==> src/stbs_pkg.sv <==
// sorted table bound search: shared constants, codes and the control/status structs
// no dependencies; imported by the controller, the datapath and the top module
package stbs_pkg;

    localparam int TABLE_DEPTH = 1024;
    localparam int VALUE_WIDTH = 32;
    localparam int ADDR_W      = $clog2(TABLE_DEPTH);
    localparam int CNT_W       = $clog2(TABLE_DEPTH + 1);
    localparam int POS_W       = 10;
    localparam int OP_W        = 2;
    localparam int KIND_W      = 4;

    localparam logic [OP_W-1:0] OP_CLEAR  = 2'd0;
    localparam logic [OP_W-1:0] OP_APPEND = 2'd1;
    localparam logic [OP_W-1:0] OP_QUERY  = 2'd2;

    localparam logic [KIND_W-1:0] KIND_L_LT = 4'd0;
    localparam logic [KIND_W-1:0] KIND_L_LE = 4'd1;
    localparam logic [KIND_W-1:0] KIND_L_EQ = 4'd2;
    localparam logic [KIND_W-1:0] KIND_L_GE = 4'd3;
    localparam logic [KIND_W-1:0] KIND_L_GT = 4'd4;
    localparam logic [KIND_W-1:0] KIND_R_LT = 4'd5;
    localparam logic [KIND_W-1:0] KIND_R_LE = 4'd6;
    localparam logic [KIND_W-1:0] KIND_R_EQ = 4'd7;
    localparam logic [KIND_W-1:0] KIND_R_GE = 4'd8;
    localparam logic [KIND_W-1:0] KIND_R_GT = 4'd9;

    typedef enum logic [2:0] {
        RA_MID,
        RA_LB,
        RA_LBM1,
        RA_UB,
        RA_UBM1
    } raddr_sel_t;

    typedef enum logic [3:0] {
        RES_NONE,
        RES_LB,
        RES_UB,
        RES_LBM1,
        RES_UBM1,
        RES_EQ_LB,
        RES_EQ_UBM1,
        RES_LO,
        RES_LOM1
    } res_sel_t;

    typedef struct packed {
        logic       accept;
        logic       bnd_start;
        logic       bnd_src_rd;
        logic       bnd_strict;
        logic       bnd_step;
        logic       save_lb;
        logic       save_ub;
        raddr_sel_t raddr_sel;
        logic       res_set;
        res_sel_t   res_sel;
        logic       load_out;
    } cmd_t;

    typedef struct packed {
        logic              bnd_done;
        logic              lb_zero;
        logic              ub_zero;
        logic              lb_end;
        logic              ub_end;
        logic [KIND_W-1:0] kind;
        logic              out_busy;
    } status_t;

endpackage

==> src/stbs_ctrl.sv <==
// sorted table bound search controller: sequences bound searches and result hand-off
// depends on stbs_pkg
module stbs_ctrl (
    input  logic                        aclk,
    input  logic                        aresetn,
    input  logic                        s_valid,
    input  logic [stbs_pkg::OP_W-1:0]   s_operation,
    output logic                        s_ready,
    output stbs_pkg::cmd_t              cmd,
    input  stbs_pkg::status_t           stat
);
    import stbs_pkg::*;

    typedef enum logic [2:0] {
        S_IDLE,
        S_START,
        S_PROBE,
        S_CMP,
        S_DECIDE,
        S_FETCH,
        S_OUT
    } state_t;

    typedef enum logic [1:0] {
        PH_LB,
        PH_UB,
        PH_FIN
    } phase_t;

    state_t state_reg, state_next;
    phase_t phase_reg, phase_next;

    always_ff @(posedge aclk) begin
        if (!aresetn) begin
            state_reg <= S_IDLE;
            phase_reg <= PH_LB;
        end else begin
            state_reg <= state_next;
            phase_reg <= phase_next;
        end
    end

    always_comb begin
        state_next = state_reg;
        phase_next = phase_reg;
        s_ready    = 1'b0;
        cmd        = '0;
        cmd.raddr_sel = RA_MID;
        cmd.res_sel   = RES_NONE;
        case (state_reg)
            S_IDLE: begin
                s_ready = 1'b1;
                if (s_valid) begin
                    cmd.accept = 1'b1;
                    if (s_operation == OP_QUERY) begin
                        state_next = S_START;
                    end
                end
            end
            S_START: begin
                cmd.bnd_start = 1'b1;
                phase_next    = PH_LB;
                state_next    = S_PROBE;
            end
            S_PROBE: begin
                if (!stat.bnd_done) begin
                    cmd.raddr_sel = RA_MID;
                    state_next    = S_CMP;
                end else begin
                    case (phase_reg)
                        PH_LB: begin
                            cmd.save_lb    = 1'b1;
                            cmd.bnd_start  = 1'b1;
                            cmd.bnd_strict = 1'b1;
                            phase_next     = PH_UB;
                        end
                        PH_UB: begin
                            cmd.save_ub = 1'b1;
                            state_next  = S_DECIDE;
                        end
                        PH_FIN: begin
                            cmd.res_set = 1'b1;
                            cmd.res_sel = (stat.kind == KIND_R_GE || stat.kind == KIND_R_GT)
                                          ? RES_LOM1 : RES_LO;
                            state_next  = S_OUT;
                        end
                        default: begin
                            cmd.res_set = 1'b1;
                            state_next  = S_OUT;
                        end
                    endcase
                end
            end
            S_CMP: begin
                cmd.bnd_step = 1'b1;
                state_next   = S_PROBE;
            end
            S_DECIDE: begin
                state_next  = S_OUT;
                cmd.res_set = 1'b1;
                case (stat.kind)
                    KIND_L_LT: begin
                        if (!stat.lb_zero) begin
                            cmd.res_set   = 1'b0;
                            cmd.raddr_sel = RA_LBM1;
                            state_next    = S_FETCH;
                        end
                    end
                    KIND_L_LE, KIND_R_EQ: begin
                        if (!stat.ub_zero) begin
                            cmd.res_set   = 1'b0;
                            cmd.raddr_sel = RA_UBM1;
                            state_next    = S_FETCH;
                        end
                    end
                    KIND_L_EQ, KIND_R_GE: begin
                        if (!stat.lb_end) begin
                            cmd.res_set   = 1'b0;
                            cmd.raddr_sel = RA_LB;
                            state_next    = S_FETCH;
                        end
                    end
                    KIND_R_GT: begin
                        if (!stat.ub_end) begin
                            cmd.res_set   = 1'b0;
                            cmd.raddr_sel = RA_UB;
                            state_next    = S_FETCH;
                        end
                    end
                    KIND_L_GE: begin
                        if (!stat.lb_end) begin
                            cmd.res_sel = RES_LB;
                        end
                    end
                    KIND_L_GT: begin
                        if (!stat.ub_end) begin
                            cmd.res_sel = RES_UB;
                        end
                    end
                    KIND_R_LT: begin
                        if (!stat.lb_zero) begin
                            cmd.res_sel = RES_LBM1;
                        end
                    end
                    KIND_R_LE: begin
                        if (!stat.ub_zero) begin
                            cmd.res_sel = RES_UBM1;
                        end
                    end
                    default: begin
                        cmd.res_sel = RES_NONE;
                    end
                endcase
            end
            S_FETCH: begin
                case (stat.kind)
                    KIND_L_EQ: begin
                        cmd.res_set = 1'b1;
                        cmd.res_sel = RES_EQ_LB;
                        state_next  = S_OUT;
                    end
                    KIND_R_EQ: begin
                        cmd.res_set = 1'b1;
                        cmd.res_sel = RES_EQ_UBM1;
                        state_next  = S_OUT;
                    end
                    KIND_L_LT, KIND_L_LE: begin
                        cmd.bnd_start  = 1'b1;
                        cmd.bnd_src_rd = 1'b1;
                        phase_next     = PH_FIN;
                        state_next     = S_PROBE;
                    end
                    KIND_R_GE, KIND_R_GT: begin
                        cmd.bnd_start  = 1'b1;
                        cmd.bnd_src_rd = 1'b1;
                        cmd.bnd_strict = 1'b1;
                        phase_next     = PH_FIN;
                        state_next     = S_PROBE;
                    end
                    default: begin
                        cmd.res_set = 1'b1;
                        state_next  = S_OUT;
                    end
                endcase
            end
            S_OUT: begin
                if (!stat.out_busy) begin
                    cmd.load_out = 1'b1;
                    state_next   = S_IDLE;
                end
            end
            default: begin
                state_next = S_IDLE;
            end
        endcase
    end

    a_load_only_when_free: assert property (@(posedge aclk) disable iff (!aresetn)
        cmd.load_out |-> !stat.out_busy)
        else $error("result register overwritten while occupied");

    a_no_accept_in_search: assert property (@(posedge aclk) disable iff (!aresetn)
        (state_reg != S_IDLE) |-> !cmd.accept)
        else $error("word accepted during a search");

    a_query_starts_search: assert property (@(posedge aclk) disable iff (!aresetn)
        (cmd.accept && s_operation == OP_QUERY) |=> (state_reg == S_START))
        else $error("query did not start a search");

endmodule

==> config.mk <==
export PLATFORM = sky130hd
export DESIGN_NAME = stbs_ctrl
export DESIGN_NICKNAME = d
export VERILOG_FILES = /design/src/stbs_pkg.sv /design/src/stbs_ctrl.sv
export SDC_FILE = /design/constraint.sdc
export NUM_CORES = 1
export LEC_CHECK = 0
export ABC_AREA = 1
export BUFFER_PORTS_ARGS = -buffer_cell sky130_fd_sc_hd__buf_2
export CORE_MARGIN = 2
export CORE_UTILIZATION = 43
export CTS_CLUSTER_DIAMETER = 80
export DETAILED_ROUTE_END_ITERATION = 16
export GPL_TIMING_DRIVEN = 0
export PLACE_DENSITY = 0.77
export SLEW_MARGIN = 10
export SYNTH_ARGS = -nofsm -noshare
export SYNTH_HDL_FRONTEND = slang
export SYNTH_SLANG_ARGS = --single-unit
==> constraint.sdc <==
create_clock -name aclk -period 1.63 [get_ports aclk]
set_clock_uncertainty 0.2 [all_clocks]
set_input_delay 0.163 -clock aclk [delete_from_list [all_inputs] [get_ports aclk]]
set_output_delay 0.163 -clock aclk [all_outputs]
set_load 0.02 [all_outputs]
==> flow_metrics.env <==
export IMPL_ys_ff_latch=5
export IMPL_drt_iter0_markers=15
export IMPL_rr_startpoint="state_reg[0]"
export IMPL_synth_cells=113
export IMPL_path_class="reg2out"
export IMPL_fin_crit_sh_pct=105
export IMPL_sw_frac_of_total_pct=33.0
export IMPL_largest_reg_flops=3
export IMPL_cts_tree="built"
export IMPL_synth_ff_type="dfxtp_1"
export IMPL_power_w=0.000406
export IMPL_antenna_cells=0
export IMPL_worstMarginPinSlew_ns=0.346
export IMPL_grt_usage_pct=22.8
export IMPL_timing_hold_violations_final=0
export IMPL_path_clk_slew_ns=0.04
export IMPL_ff2ff_path_depth=8
export IMPL_p_leak_nw=0.551
export IMPL_place_inst=159
export IMPL_power_density_nw_per_um2=410
export IMPL_peakVddDrop_mv=0.348
export IMPL_fmax_mhz=584
export IMPL_grt_pass1_wl_um=3090
export IMPL_layout_min_cycle_time_ns=1.71
export IMPL_p_sw_w=0.000134
export IMPL_netlist_cell_type_count=20
export IMPL_ys_seq_area_share_pct=16.6
export IMPL_synth_edf_count=0
export IMPL_synth_area_leader_cell="dfxtp_1"
export IMPL_internal_power_w=0.000272
export IMPL_cts_buffers=3
export IMPL_portBuffers=31
export IMPL_layout_nets=175
export IMPL_drive_gt1_share_pct=45.3
export IMPL_hold_depth=3
export IMPL_finalSetupViolations=7
export IMPL_core_area_um2=1300
export IMPL_crit_arrival_ns=1.35
export IMPL_clk_latency_ns=0.24
export IMPL_overflow=0
export IMPL_die_h_um=41.5
export IMPL_cp_start_kind="flop"
export IMPL_violations="setup timing"
export IMPL_yosys_warnings=0
export IMPL_pin_count=32
export IMPL_worst_hold_path_endpoint="state_reg[2]"
export IMPL_cp_end_kind="output pin"
export IMPL_hold_path_class="in2reg"
export IMPL_vias=890
export IMPL_die_w_um=41.5
export IMPL_pwr_share_comb_pct=34.1
export IMPL_cts_sink_count=5
export IMPL_area_delta_synth_final_pct=64.0
export IMPL_grt_pass1_vias=767
export IMPL_via_per_inst=5.11
export IMPL_avgSynthCellArea_um2=5.35
export IMPL_layoutNonFillerInstCount=174
export IMPL_yosys_top_cells_count="nand2_1, inv_1, nor2_1, nand3_1"
export IMPL_grt_max_degree=7
export IMPL_place_hpwl_um=1360
export IMPL_drt_wl_total_um=2080
export IMPL_antenna_left=0
export IMPL_die_area_um2=1720
export IMPL_slew_headroom_pct=76.9
export IMPL_synth_nets=128
export IMPL_rsz0062_at_grt="true"
export IMPL_place_gp_congestion=0.827
export IMPL_required_ns=1.27
export IMPL_drc=0
export IMPL_r2r_end="state_reg[1]"
export IMPL_root_buffer="clkbuf_4"
export IMPL_yosysTopAreaCellShare_pct=16.6
export IMPL_drt_pass1_iter_count=4
export IMPL_crit_fanout=6
export IMPL_ys_top_cells_by_area="dfxtp_1, nand2_1, inv_1"
export IMPL_clock_power_share_pct=34.3
export IMPL_yosysMostFrequentCell="nand2_1"
export IMPL_htree_levels=1
export IMPL_wl_per_cell_um=12.0
export IMPL_min_from="stat[0]"
export IMPL_num_rows=13
export IMPL_drv_cap=0
export IMPL_antenna_found_initial=0
export IMPL_start_util_pct=46.4
export IMPL_async_flop_share_pct=0
export IMPL_fin_ws_ns=-0.0817
export IMPL_cts_buffer_depth=2
export IMPL_outcome="finished with violations"
export IMPL_r2r_slack_ns=0.08
export IMPL_netlist_area_um2=604
export IMPL_slew_violations=0
export IMPL_seqPwrFrac_pct=31.6
[cells by family after synthesis]
| logic type | after synthesis | synth area share (%) |
|---|---|---|
| buffers and inverters | 28 | 17.4 |
| AND/OR/NAND/NOR | 69 | 55.1 |
| flip-flops | 5 | 16.6 |
| AO/OA/AOI/OAI | 11 | 11.0 |
[worst max-delay path by stage]
stage,endpoint,from,cells after the start
after floorplan,cmd[15],state_reg[0],5
after global placement,cmd[5],state_reg[2],5
after detailed placement,cmd[5],stat[3],8
after CTS,cmd[2],state_reg[0],7
after global routing,cmd[3],state_reg[0],7
final,cmd[1],state_reg[0],7
[what timing repair did]
item | in CTS | in global routing
resized for setup | 22 | 12
hold endpoints to repair | 1 | 0
hold buffers | 1 | 0
setup buffers | 6 | 4
pin swaps | 6 | 5
endpoints found under the setup margin | 11 | 16
[per-stage QoR]
stage | utilization, % | hold slack [ns] | worst slack [ns] | setup TNS (ns) | cell area, um^2
6_report | 76.2 | 0.0302 | -0.0817 | -0.335 | 991
3_3_place_gp | 60.3 | 0.205 | 0.0854 | 0 | 785
4_1_cts | 71.5 | 0.0132 | -0.0804 | -0.344 | 931
2_1_floorplan | - | 0.108 | 0.0659 | 0 | 611
3_5_place_dp | 60.3 | 0.223 | 0.0655 | 0 | 785
5_1_grt | 76.2 | 0.0379 | -0.129 | -0.950 | 991
[per-layer routing]
layer / GRT usage [%] / routed length [um]
met5: 0 / 0
met4: 10.3 / 50
met3: 3.48 / 77
met2: 41.6 / 1150
met1: 25.5 / 805
[placed cells by master (no fill, tap or decap), types with 3 or more instances in the layout]
cell,Yosys,layout
nand4_1,4,4
buf_2,0,23
buf_6,0,3
nor2_1,15,14
a21oi_1,4,4
nand2_2,2,3
inv_2,5,6
nand3_2,3,3
buf_4,0,15
inv_1,21,18
nand3_1,11,10
nand2_1,26,24
nor2_4,0,3
clkbuf_4,0,3
[power groups by stage]
stage / logic [W] / clock network, W / registers (W)
after floorplan: 0.0000713 / 0 / 0.000130
after global placement: 0.000107 / 0 / 0.000130
after detailed placement: 0.000109 / 0 / 0.000131
after CTS: 0.000124 / 0.000145 / 0.000128
after global routing: 0.000153 / 0.000149 / 0.000128
final: 0.000138 / 0.000139 / 0.000128
[critical path: stages, from the launching register on]
cell      delay (ns)
dfxtp_2         0.36
clkinv_4        0.11
nor2_4          0.11
nand2_2         0.09
inv_2           0.06
nand3_1         0.10
nand3_1         0.16
buf_6           0.13
[layout make-up]
cell class              instances  area [um^2]
fillers                       112          310
inverters                      28          115
multi-input cells              80          450
repair buffers                 42          272
well taps                      15         18.8
flip-flops and latches          5          109
clock buffers                   4         26.3
Note: power is estimated with default switching activity, not from simulation.
